--- config.mk ---
export PLATFORM = sky130hd
export DESIGN_NAME = triggered_frame_deframer
export DESIGN_NICKNAME = d
export VERILOG_FILES = /design/src/rtl/tfd_pkg.sv /design/src/rtl/tfd_win_cell.sv /design/src/rtl/tfd_smp_cell.sv /design/src/rtl/triggered_frame_deframer.sv
export VERILOG_INCLUDE_DIRS = /design/src /design/src/rtl
export SDC_FILE = /design/constraint.sdc
export NUM_CORES = 2
export LEC_CHECK = 0
export BUFFER_PORTS_ARGS = -buffer_cell sky130_fd_sc_hd__buf_2
export CAP_MARGIN = 20
export CELL_PAD_IN_SITES_DETAIL_PLACEMENT = 1
export CELL_PAD_IN_SITES_GLOBAL_PLACEMENT = 1
export CORE_MARGIN = 2
export CORE_UTILIZATION = 35
export DETAILED_ROUTE_END_ITERATION = 10
export GPL_TIMING_DRIVEN = 0
export PLACE_DENSITY = 0.57
export SLEW_MARGIN = 20
export SYNTH_ARGS = -nofsm -noshare
export SYNTH_HDL_FRONTEND = slang
export SYNTH_SLANG_ARGS = --single-unit
--- constraint.sdc ---
create_clock -name clk -period 34.1 [get_ports clk]
set_input_delay 1.705 -clock clk [delete_from_list [all_inputs] [get_ports clk]]
set_output_delay 1.705 -clock clk [all_outputs]
set_load 0.03 [all_outputs]
--- src/rtl/triggered_frame_deframer_assert.svh ---
// Assertion macros for the triggered frame deframer.
`ifndef TRIGGERED_FRAME_DEFRAMER_ASSERT_SVH
`define TRIGGERED_FRAME_DEFRAMER_ASSERT_SVH

// Implication checked on every clock edge outside reset.
`define TFD_ASSERT_IMPL(lbl, ante, cons) \
  lbl: assert property (@(posedge clk) disable iff (!rst_n) (ante) |-> (cons)) \
    else $error("tfd check failed");

// Implication whose consequent is checked in the cycle after the antecedent.
`define TFD_ASSERT_NEXT(lbl, ante, cons) \
  lbl: assert property (@(posedge clk) disable iff (!rst_n) (ante) |=> (cons)) \
    else $error("tfd check failed");

`endif

--- src/rtl/tfd_pkg.sv ---
// Shared types and constants for the triggered frame deframer.
package tfd_pkg;

  localparam int NUM_CHANNELS_DEF = 21;
  localparam int FRAME_BYTES_DEF  = 46;

  localparam logic [1:0] REQ_BYTE = 2'd0;
  localparam logic [1:0] REQ_TRIG = 2'd1;
  localparam logic [1:0] REQ_READ = 2'd2;
  localparam logic [1:0] REQ_STAT = 2'd3;

  localparam logic [2:0] K_HEAD = 3'd0;
  localparam logic [2:0] K_CHAN = 3'd1;
  localparam logic [2:0] K_NONE = 3'd2;
  localparam logic [2:0] K_PEND = 3'd3;
  localparam logic [2:0] K_TOUT = 3'd4;
  localparam logic [2:0] K_TRIG = 3'd5;
  localparam logic [2:0] K_STAT = 3'd6;

  localparam logic [2:0] C_XOR    = 3'd0;
  localparam logic [2:0] C_GAP    = 3'd1;
  localparam logic [2:0] C_LATE   = 3'd2;
  localparam logic [2:0] C_OK     = 3'd3;
  localparam logic [2:0] C_MISS   = 3'd4;
  localparam logic [2:0] C_SENT   = 3'd5;
  localparam logic [2:0] C_RESYNC = 3'd6;
  localparam logic [2:0] C_MAXLAT = 3'd7;

  localparam logic [1:0] ANS_WAIT    = 2'd0;
  localparam logic [1:0] ANS_DONE    = 2'd1;
  localparam logic [1:0] ANS_TIMEOUT = 2'd2;

  localparam logic [1:0] REG_TRIG_MODE = 2'd0;
  localparam logic [1:0] REG_WINDOW    = 2'd1;
  localparam logic [1:0] REG_HEADER    = 2'd2;
  localparam logic [1:0] REG_MAX_AGE   = 2'd3;

  typedef enum logic [2:0] {
    ST_IDLE, ST_CHECK, ST_ACCEPT, ST_COUNT, ST_EMIT
  } state_t;

  // Control handed to the window cells.
  typedef struct packed {
    logic shift;   // move every byte one cell toward the head, new byte in tail
  } win_ctl_t;

  // Control handed to the sample cells.
  typedef struct packed {
    logic load;    // capture the window contents
    logic rotate;  // hand every sample to the neighbor toward the head
  } smp_ctl_t;

endpackage

--- src/rtl/tfd_win_cell.sv ---
// One cell of the byte window: holds a byte and carries the parity fold.
module tfd_win_cell
  import tfd_pkg::*;
(
  input  logic     clk,
  input  win_ctl_t ctl,
  input  logic [7:0] byte_in,
  input  logic [7:0] par_in,
  output logic [7:0] byte_out,
  output logic [7:0] par_out
);
  logic [7:0] byte_r, byte_nxt;

  always_comb begin
    byte_nxt = byte_r;
    if (ctl.shift) byte_nxt = byte_in;
  end

  always_ff @(posedge clk) begin
    byte_r <= byte_nxt;
  end

  assign byte_out = byte_r;
  assign par_out  = par_in ^ byte_r;
endmodule

--- src/rtl/tfd_smp_cell.sv ---
// One sample cell: holds a channel value and rotates it toward the output.
module tfd_smp_cell
  import tfd_pkg::*;
(
  input  logic     clk,
  input  smp_ctl_t ctl,
  input  logic [15:0] load_in,
  input  logic [15:0] nbr_in,
  output logic [15:0] smp_out
);
  logic [15:0] smp_r, smp_nxt;

  always_comb begin
    smp_nxt = smp_r;
    if (ctl.load) smp_nxt = load_in;
    else if (ctl.rotate) smp_nxt = nbr_in;
  end

  always_ff @(posedge clk) begin
    smp_r <= smp_nxt;
  end

  assign smp_out = smp_r;
endmodule

--- src/rtl/triggered_frame_deframer.sv ---
// Top level of the triggered frame deframer: control, counters and cell rows.
// Usage:
//  in_* stream carries requests: received byte, trigger edge, frame read,
//  counter read. out_* stream carries results; tlast marks the end of a run.
//  cfg_* APB port writes and reads the four setup registers.
// Timing:
//  A byte request shifts into the window row; once the window is full it
//  also passes through ST_CHECK: a check against the ripple parity through
//  the cell row, a header compare and, for a good frame, the sequence and
//  trigger compares. A good frame then goes through ST_ACCEPT.
//  Trigger (in trigger mode) and counter requests show their result in the
//  cycle after acceptance; a frame read first passes through ST_COUNT.
//  A full frame read sends NUM_CHANNELS+1 results, one a cycle while the
//  receiver takes them, by rotating the sample cell row toward its head.
//  The next request is taken once the last result has been taken.
// Reset empties the window (fill count) and clears counters, trigger and
//  frame status; window and sample cells hold no reset value. A stalled
//  receiver holds the output register and the block waits without losing
//  any result.
module triggered_frame_deframer
  import tfd_pkg::*;
#(
  parameter int NUM_CHANNELS = NUM_CHANNELS_DEF,
  parameter int FRAME_BYTES  = FRAME_BYTES_DEF
) (
  input  logic        clk,
  input  logic        rst_n,
  input  logic        in_tvalid,
  output logic        in_tready,
  // [7:0] rx_byte, [55:8] now_us, [58:56] stat_index, [63:59] zero
  input  logic [63:0] in_tdata,
  // [1:0] req_type
  input  logic [1:0]  in_tuser,
  output logic        out_tvalid,
  input  logic        out_tready,
  // [15:0] seq_num, [20:16] chan_index, [36:21] sample, [56:37] delay_us,
  // [88:57] stat_value, [96:89] tx_byte, [103:97] zero
  output logic [103:0] out_tdata,
  // [2:0] result_kind
  output logic [2:0]  out_tuser,
  output logic        out_tlast,
  input  logic        cfg_psel,
  input  logic        cfg_penable,
  input  logic        cfg_pwrite,
  input  logic [3:0]  cfg_paddr,
  input  logic [31:0] cfg_pwdata,
  output logic [31:0] cfg_prdata,
  output logic        cfg_pready
);
  localparam int CW = $clog2(NUM_CHANNELS + 1);
  localparam int FW = $clog2(FRAME_BYTES + 1);

  // configuration
  logic        trig_mode_r;
  logic [19:0] window_us_r, max_age_us_r;
  logic [7:0]  header_byte_r;
  logic        cfg_wr;
  logic [1:0]  cfg_idx;

  assign cfg_pready = 1'b1;
  assign cfg_wr  = cfg_psel && cfg_penable && cfg_pwrite;
  assign cfg_idx = cfg_paddr[3:2];

  always_ff @(posedge clk) begin
    if (!rst_n) begin
      trig_mode_r   <= 1'b1;
      window_us_r   <= 20'd20000;
      header_byte_r <= 8'd165;
      max_age_us_r  <= 20'd100000;
    end else if (cfg_wr) begin
      case (cfg_idx)
        REG_TRIG_MODE: trig_mode_r   <= cfg_pwdata[0];
        REG_WINDOW:    window_us_r   <= cfg_pwdata[19:0];
        REG_HEADER:    header_byte_r <= cfg_pwdata[7:0];
        REG_MAX_AGE:   max_age_us_r  <= cfg_pwdata[19:0];
        default: ;
      endcase
    end
  end

  always_comb begin
    case (cfg_idx)
      REG_TRIG_MODE: cfg_prdata = {31'd0, trig_mode_r};
      REG_WINDOW:    cfg_prdata = {12'd0, window_us_r};
      REG_HEADER:    cfg_prdata = {24'd0, header_byte_r};
      REG_MAX_AGE:   cfg_prdata = {12'd0, max_age_us_r};
      default:       cfg_prdata = 32'd0;
    endcase
  end

  // request fields
  logic [7:0]  in_byte;
  logic [47:0] in_now;
  logic [2:0]  in_si;
  assign in_byte = in_tdata[7:0];
  assign in_now  = in_tdata[55:8];
  assign in_si   = in_tdata[58:56];

  logic        in_acc, out_acc;
  assign in_acc  = in_tvalid && in_tready;
  assign out_acc = out_tvalid && out_tready;

  // window cell row; cell 0 is the head (oldest byte)
  win_ctl_t    wctl;
  logic [7:0]  wbyte [FRAME_BYTES];
  logic [7:0]  wpar  [FRAME_BYTES+1];
  assign wpar[0] = 8'd0;

  for (genvar g = 0; g < FRAME_BYTES; g++) begin : g_win
    logic [7:0] nb;
    if (g == FRAME_BYTES - 1) begin : g_tail
      assign nb = in_byte;
    end else begin : g_mid
      assign nb = wbyte[g+1];
    end
    tfd_win_cell u_cell (
      .clk(clk), .ctl(wctl), .byte_in(nb), .par_in(wpar[g]),
      .byte_out(wbyte[g]), .par_out(wpar[g+1])
    );
  end

  // parity over bytes 1 .. FRAME_BYTES-2
  logic [7:0] xsum;
  assign xsum = wpar[FRAME_BYTES-1] ^ wbyte[0];

  function automatic logic [7:0] wat(input int i, input logic [7:0] b);
    return (i < FRAME_BYTES) ? b : 8'd0;
  endfunction

  // sample cell row; cell 0 is the next sample out
  smp_ctl_t    sctl;
  logic [15:0] sval [NUM_CHANNELS];
  for (genvar g = 0; g < NUM_CHANNELS; g++) begin : g_smp
    logic [15:0] ld, nb;
    logic [7:0]  lo, hi;
    if (3 + 2*g < FRAME_BYTES) begin : g_lo
      assign lo = wbyte[(3 + 2*g < FRAME_BYTES) ? 3 + 2*g : 0];
    end else begin : g_lo0
      assign lo = 8'd0;
    end
    if (4 + 2*g < FRAME_BYTES) begin : g_hi
      assign hi = wbyte[(4 + 2*g < FRAME_BYTES) ? 4 + 2*g : 0];
    end else begin : g_hi0
      assign hi = 8'd0;
    end
    assign ld = {hi, lo};
    if (g == NUM_CHANNELS - 1) begin : g_end
      assign nb = sval[0];
    end else begin : g_nx
      assign nb = sval[g+1];
    end
    tfd_smp_cell u_cell (
      .clk(clk), .ctl(sctl), .load_in(ld), .nbr_in(nb), .smp_out(sval[g])
    );
  end

  // status
  state_t      state_r, state_nxt;
  logic [FW-1:0] fill_r, fill_nxt, skip_r, skip_nxt;
  logic [15:0] frame_seq_r, frame_seq_nxt, prev_seq_r, prev_seq_nxt;
  logic [47:0] frame_time_r, frame_time_nxt, trig_time_r, trig_time_nxt;
  logic [47:0] now_r, now_nxt;
  logic        frame_valid_r, frame_valid_nxt, trig_seen_r, trig_seen_nxt;
  logic        prev_known_r, prev_known_nxt;
  logic [1:0]  ans_r, ans_nxt;
  logic [31:0] cnt_r [8];
  logic [7:0]  bump;
  logic        maxlat_wr;
  logic [31:0] maxlat_val;
  logic [CW-1:0] chan_r, chan_nxt;
  logic        take_r, take_nxt;
  logic [47:0] dlt_r, dlt_nxt;

  // output register
  logic        ov_r, ov_nxt, olast_r, olast_nxt;
  logic [2:0]  okind_r, okind_nxt;
  logic [15:0] oseq_r, oseq_nxt, osmp_r, osmp_nxt;
  logic [4:0]  ochan_r, ochan_nxt;
  logic [19:0] olat_r, olat_nxt;
  logic [31:0] ostat_r, ostat_nxt;

  logic [15:0] win_seq;
  logic [47:0] tdiff, age;
  assign win_seq = {wat(2, wbyte[2]), wat(1, wbyte[1])};
  assign tdiff   = now_r - trig_time_r;
  assign age     = (now_r >= frame_time_r) ? now_r - frame_time_r : 48'd0;

  assign in_tready = (state_r == ST_IDLE) && !ov_r;

  always_comb begin
    state_nxt = state_r;
    fill_nxt = fill_r; skip_nxt = skip_r;
    frame_seq_nxt = frame_seq_r; prev_seq_nxt = prev_seq_r;
    frame_time_nxt = frame_time_r; trig_time_nxt = trig_time_r;
    now_nxt = now_r; frame_valid_nxt = frame_valid_r;
    trig_seen_nxt = trig_seen_r; prev_known_nxt = prev_known_r;
    ans_nxt = ans_r; chan_nxt = chan_r;
    take_nxt = take_r; dlt_nxt = dlt_r;
    bump = 8'd0; maxlat_wr = 1'b0; maxlat_val = 32'd0;
    wctl = '0; sctl = '0;
    ov_nxt = ov_r; olast_nxt = olast_r; okind_nxt = okind_r;
    oseq_nxt = oseq_r; osmp_nxt = osmp_r; ochan_nxt = ochan_r;
    olat_nxt = olat_r; ostat_nxt = ostat_r;
    if (out_acc) ov_nxt = 1'b0;

    case (state_r)
      ST_IDLE: begin
        if (in_acc) begin
          now_nxt = in_now;
          okind_nxt = K_NONE; oseq_nxt = '0; osmp_nxt = '0; ochan_nxt = '0;
          olat_nxt = '0; ostat_nxt = '0; olast_nxt = 1'b1;
          case (in_tuser)
            REQ_BYTE: begin
              wctl.shift = 1'b1;
              if (fill_r != FW'(FRAME_BYTES)) fill_nxt = fill_r + 1'b1;
              if (fill_r >= FW'(FRAME_BYTES - 1)) state_nxt = ST_CHECK;
            end
            REQ_TRIG: begin
              if (trig_mode_r) begin
                if (trig_seen_r && ans_r == ANS_WAIT) bump[C_MISS] = 1'b1;
                trig_time_nxt = in_now; trig_seen_nxt = 1'b1;
                ans_nxt = ANS_WAIT; bump[C_SENT] = 1'b1;
                okind_nxt = K_TRIG; ov_nxt = 1'b1;
              end
            end
            REQ_READ: state_nxt = ST_COUNT;
            default: begin
              okind_nxt = K_STAT; ostat_nxt = cnt_r[in_si]; ov_nxt = 1'b1;
            end
          endcase
        end
      end
      ST_CHECK: begin
        state_nxt = ST_IDLE;
        if (skip_r != '0) skip_nxt = skip_r - 1'b1;
        else if (wbyte[0] != header_byte_r) bump[C_RESYNC] = 1'b1;
        else if (xsum != wbyte[FRAME_BYTES-1]) bump[C_XOR] = 1'b1;
        else begin
          skip_nxt = FW'(FRAME_BYTES - 1);
          if (prev_known_r && (prev_seq_r + 16'd1) != win_seq) bump[C_GAP] = 1'b1;
          prev_seq_nxt = win_seq; prev_known_nxt = 1'b1;
          take_nxt = !trig_mode_r || (trig_seen_r && ans_r == ANS_WAIT &&
                     now_r >= trig_time_r && tdiff <= {28'd0, window_us_r});
          dlt_nxt = tdiff;
          state_nxt = ST_ACCEPT;
        end
      end
      ST_ACCEPT: begin
        state_nxt = ST_IDLE;
        if (!take_r) bump[C_LATE] = 1'b1;
        else begin
          frame_seq_nxt = prev_seq_r; sctl.load = 1'b1;
          frame_time_nxt = now_r; frame_valid_nxt = 1'b1;
          bump[C_OK] = 1'b1;
          if (trig_mode_r) begin
            ans_nxt = ANS_DONE;
            maxlat_wr = 1'b1; maxlat_val = dlt_r[31:0];
          end
        end
      end
      ST_COUNT: begin
        state_nxt = ST_IDLE; ov_nxt = 1'b1; olast_nxt = 1'b1;
        if (trig_mode_r) begin
          if (!trig_seen_r) okind_nxt = K_NONE;
          else if (ans_r == ANS_DONE) begin
            okind_nxt = K_HEAD; olast_nxt = 1'b0; oseq_nxt = frame_seq_r;
            olat_nxt = 20'(frame_time_r - trig_time_r);
            chan_nxt = '0; state_nxt = ST_EMIT;
          end else if (ans_r == ANS_WAIT) begin
            if (now_r >= trig_time_r && tdiff > {28'd0, window_us_r}) begin
              ans_nxt = ANS_TIMEOUT; bump[C_MISS] = 1'b1; okind_nxt = K_TOUT;
            end else okind_nxt = K_PEND;
          end else okind_nxt = K_NONE;
        end else if (!frame_valid_r || age > {28'd0, max_age_us_r}) begin
          okind_nxt = K_NONE;
        end else begin
          okind_nxt = K_HEAD; olast_nxt = 1'b0; oseq_nxt = frame_seq_r;
          olat_nxt = age[19:0]; chan_nxt = '0; state_nxt = ST_EMIT;
        end
      end
      ST_EMIT: begin
        if (!ov_r || out_acc) begin
          // head cell goes out, row rotates so the order is restored after a lap
          ov_nxt = 1'b1; okind_nxt = K_CHAN; olat_nxt = '0;
          ochan_nxt = 5'(chan_r); osmp_nxt = sval[0]; sctl.rotate = 1'b1;
          olast_nxt = (chan_r == CW'(NUM_CHANNELS - 1));
          chan_nxt = chan_r + 1'b1;
          if (chan_r == CW'(NUM_CHANNELS - 1)) state_nxt = ST_IDLE;
        end
      end
      default: state_nxt = ST_IDLE;
    endcase
  end

  always_ff @(posedge clk) begin
    if (!rst_n) begin
      state_r <= ST_IDLE; fill_r <= '0; skip_r <= '0;
      frame_seq_r <= '0; prev_seq_r <= '0; frame_time_r <= '0;
      trig_time_r <= '0; frame_valid_r <= 1'b0; trig_seen_r <= 1'b0;
      prev_known_r <= 1'b0; ans_r <= ANS_WAIT; ov_r <= 1'b0;
      for (int i = 0; i < 8; i++) cnt_r[i] <= '0;
    end else begin
      state_r <= state_nxt; fill_r <= fill_nxt; skip_r <= skip_nxt;
      frame_seq_r <= frame_seq_nxt; prev_seq_r <= prev_seq_nxt;
      frame_time_r <= frame_time_nxt; trig_time_r <= trig_time_nxt;
      frame_valid_r <= frame_valid_nxt; trig_seen_r <= trig_seen_nxt;
      prev_known_r <= prev_known_nxt; ans_r <= ans_nxt; ov_r <= ov_nxt;
      for (int i = 0; i < 7; i++)
        if (bump[i] && cnt_r[i] != 32'hFFFF_FFFF) cnt_r[i] <= cnt_r[i] + 32'd1;
      if (maxlat_wr && maxlat_val > cnt_r[C_MAXLAT]) cnt_r[C_MAXLAT] <= maxlat_val;
    end
  end

  always_ff @(posedge clk) begin
    now_r <= now_nxt; chan_r <= chan_nxt; take_r <= take_nxt; dlt_r <= dlt_nxt;
    olast_r <= olast_nxt; okind_r <= okind_nxt; oseq_r <= oseq_nxt;
    osmp_r <= osmp_nxt; ochan_r <= ochan_nxt; olat_r <= olat_nxt;
    ostat_r <= ostat_nxt;
  end

  assign out_tvalid = ov_r;
  assign out_tuser  = okind_r;
  assign out_tlast  = olast_r;
  assign out_tdata  = {7'd0, 8'd0, ostat_r, olat_r, osmp_r, ochan_r, oseq_r};

  `include "triggered_frame_deframer_assert.svh"

  `TFD_ASSERT_IMPL(a_busy_not_ready, state_r != ST_IDLE, !in_tready)
  `TFD_ASSERT_IMPL(a_skip_range, 1'b1, skip_r <= FW'(FRAME_BYTES - 1))
  `TFD_ASSERT_NEXT(a_emit_stays, state_r == ST_EMIT && ov_r && !out_tready,
                   $stable(out_tdata))
endmodule

==> flow_metrics.py <==
metrics = {
    "cts": {
        "path_clk_slew_ns": 0.06,
        "clock_path_buffers": 3,
        "tritoncts": "built",
        "cts_hold_buf": 0,
        "cts_setup_buffers": 0,
        "clk_latency_ns": 0.82,
        "cts_resized": 0,
        "cts_root_buf": "clkbuf_16",
        "cts.sinks": 1337,
        "numCtsBuffers": 155,
        "htree_levels": 4,
    },
    "layout": {
        "stdcell_area_um2": 77000,
        "register_area_um2": 38200,
        "multi_input_area_um2": 26700,
        "final_nets": 6978,
        "drive_gt1_share_pct": 9.63,
        "syn_to_final_growth_pct": 15.5,
        "fill_cells": 20900,
    },
    "critical_path": {
        "start_kind": "register",
        "crit_fanout": 10,
        "crit_type": "reg2reg",
        "cp-end-kind": "register",
        "r2r-end": "chan_r[0]",
        "regToRegSetupSlack_ns": 23.53,
        "cp_data_arrival_time_ns": 11.03,
        "rr_worst_depth": 27,
        "crit_required_ns": 34.56,
        "reg2reg_from": "now_r[0]",
    },
    "timing": {
        "relSlewSlack_pct": 23.7,
        "period_share_pct": 31.0,
        "worst_pin_slew_ns": 1.14,
        "finalCriticalPeriod_ns": 10.57,
        "timing.final.ws_setup_ns": 23.53,
        "final_hold_viol_count": 0,
        "drv_slew": 0,
        "final.setup_skew_ns": 0.0367,
        "setup_viol": 0,
        "rsz0062_at_grt": "no",
        "hold_ws_ns": 0.445,
        "timing.fmax_ghz": 0.0946,
    },
    "logic_synthesis": {
        "synthMuxAreaShare_pct": 3.69,
        "synth-simple-area-share_pct": 17.2,
        "synth_edf_count": 1139,
        "synth_xor_area_share_pct": 8.77,
        "syn_inst": 6203,
        "synth.area.top_cells": "edfxtp_1, nand2_1, dfxtp_1",
        "yosysTopAreaCell": "edfxtp_1",
        "synth_top_area_share_pct": 51.3,
        "async_flop_share_pct": 0,
        "syn_avg_cell_area_um2": 10.8,
        "yosys_warnings": 0,
        "synthesis.area_um2": 66700,
        "synth_top_family_by_area": "simple AND/OR/NAND/NOR gates",
        "synth-seq-area-share_pct": 57.2,
        "synth_ff_type": "edfxtp_1",
        "ys_ff_latch": 1337,
        "synth_compound_area_share_pct": 6.27,
        "synth_cell_types": 89,
        "synth_adder_area_share_pct": 3.88,
    },
    "power_and_ir_drop": {
        "max-vdd-ir-drop_v": 0.0000403,
        "p_int_w": 0.00292,
        "clkPwrFrac_pct": 40.8,
        "leakage_nw": 27.9,
        "power_density_nw_per_um2": 51.5,
        "combPwrFrac_pct": 12.1,
        "power_frac_seq_pct": 47.2,
        "p_switching_w": 0.00105,
        "switching_share_pct": 26.5,
    },
    "grt": {
        "grt_max_degree": 42,
        "grt-ovfl-total": 0,
        "first_global_vias": 48900,
        "grt_pass1_wl_mm": 313,
        "grt_util_all_layers_pct": 21.5,
        "antenna_found_initial": 12,
    },
    "worst_hold_path": {
        "min-delay-start": "g_win[2].u_cell.byte_out[2]",
        "min_delay_worst_endpoint": "g_win[1].u_cell.byte_out[2]",
        "hp-class": "reg2reg",
        "min_path_cells": 0,
    },
    "floorplan": {
        "rows": 160,
        "design.die.area_um2": 194000,
        "fp.dieH_um": 441,
        "io_pins": 252,
        "die_w_um": 441,
        "start_util_pct": 35.2,
        "coreArea_um2": 190000,
    },
    "flow_run": {
        "drv_cap": 0,
    },
    "routing": {
        "ant_nets": 0,
        "wl_per_cell_um": 22.6,
        "viasPerCell": 5.08,
        "drt-pass1-iter-count": 7,
        "drc": 0,
        "drt_iter0_drc": 2889,
        "vias": 47300,
        "routed_wirelength_mm": 210,
    },
    "outcome": {
        "status": "finished, final reports clean",
    },
    "place": {
        "hpwlAfterDp_mm": 161,
        "dp_slack_ns": 23.50,
        "port_buffers": 198,
        "place_area_um2": 72200,
        "place_congestion": 0.871,
    },
}
through the flow:
step | setup TNS [ns] | total power, W | utilization (%) | std cells
finish | 0 | 0.00397 | 40.6 | 9306
global route | 0 | 0.00412 | 40.6 | 9303
CTS | 0 | 0.00402 | 40.6 | 9299
detailed placement | 0 | 0.00239 | 38.0 | 9018
global placement | -5754.12 | 0.00240 | 37.4 | 8938
floorplan | 0 | 0.00222 | - | 6229
critical path: stages, from the launching register on:
cell and delay, ns:
edfxtp_1 0.39, inv_1 0.09, ha_1 0.21, inv_1 0.07, fa_1 0.44, a211oi_1 0.23
o21ai_0 0.20, o31ai_1 0.71, o31ai_1 0.32, o21bai_1 0.58, o211a_1 0.27, o21ai_0 0.16
a41oi_1 0.80, clkbuf_1 0.51, nor2_1 0.26, ha_1 0.35, and4_1 0.23, nand3_1 0.15
a211oi_1 0.07, a2111oi_0 0.91, or4_1 0.25, nand4_1 0.28, a21o_1 0.28, nor4_1 0.22
nand4_1 0.18, nor4_1 0.84, o21ai_0 0.54, a21oi_1 0.65
cell families after synthesis:
group / after synthesis
mux: 163
simple gates: 2653
other cells: 2
flops: 1337
xor+xnor: 668
buf+inv: 499
fa+ha+maj: 205
compound gates: 676
how the worst max path moves through the flow:
stage | start | end | cells past startpoint
after floorplan | in_tvalid | fill_r[5] | 7
after global placement | in_tvalid | fill_r[5] | 8
after detailed placement | now_r[0] | chan_r[1] | 27
after CTS | now_r[0] | chan_r[4] | 27
after global routing | now_r[0] | chan_r[1] | 27
final | now_r[0] | chan_r[0] | 27
cells in the mapped netlist, drive strengths merged, types with 13 or more instances:
cell and number:
o31ai 13, nor3 58, nor4 20, a211oi 14, ha 202, o21ai 105, a21o 58, and2 60
nand2b 27, edfxtp 1139, clkbuf 240, xor2 226, and3 127, nand2 1533, o21a 19, dfxtp 198
or2 19, inv 212, nand4 87, mux4 65, nor2b 45, and4 20, or3 16, a21oi 310
xnor2 442, nand3 125, mux2i 87, a31oi 15, nor2 485, o21bai 17, buf 46, o211ai 21
area by class of cell:
cell class	count	share of cell area (%)
Buffer	286	1.58
Clock inverter	73	0.851
Antenna cell	7	0.0227
Tap cell	2511	4.08
Multi-Input combinational cell	4393	34.7
Inverter	213	1.04
Clock buffer	208	5.43
Timing Repair Buffer	278	2.78
Sequential cell	1337	49.5
placed cells by master (no fill, tap or decap), drive strengths merged, types with 105 or more instances in the layout:
cell type / synthesis / layout
xnor2: 442 / 442
dfxtp: 198 / 198
clkbuf: 240 / 449
nand2: 1533 / 1533
o21ai: 105 / 105
buf: 46 / 323
edfxtp: 1139 / 1139
xor2: 226 / 226
nor2: 485 / 485
a21oi: 310 / 310
inv: 212 / 221
nand3: 125 / 125
and3: 127 / 127
ha: 202 / 202
sequential cells by signal (all words and copies together) (netlist names), 3 cells and up:
register               cells
g_win.u_cell.byte_out    368
g_smp.u_cell.smp_out     336
cnt_r                    256
frame_time_r              48
now_r                     48
trig_time_r               48
dlt_r                     32
ostat_r                   32
max_age_us_r              20
olat_r                    20
window_us_r               20
frame_seq_r               16
oseq_r                    16
osmp_r                    16
prev_seq_r                16
header_byte_r              8
fill_r                     6
skip_r                     6
chan_r                     5
ochan_r                    5
out_tuser                  3
state_r                    3
routing by layer:
layer | share of wire, % | wire length, um | track usage (%)
met3 | 3.8 | 8030 | 2.93
met2 | 48 | 102000 | 36.2
met5 | 0.0033 | 7 | 0
met4 | 4.2 | 8840 | 9.00
met1 | 44 | 91400 | 27.8
power groups by stage:
stage	registers [W]	logic [W]	clock network [W]
after global routing	0.00188	0.000520	0.00172
after floorplan	0.00193	0.000295	0
after CTS	0.00187	0.000483	0.00167
after detailed placement	0.00191	0.000480	0
after global placement	0.00194	0.000462	0
final	0.00187	0.000479	0.00162
Note: power is estimated with default switching activity, not from simulation.
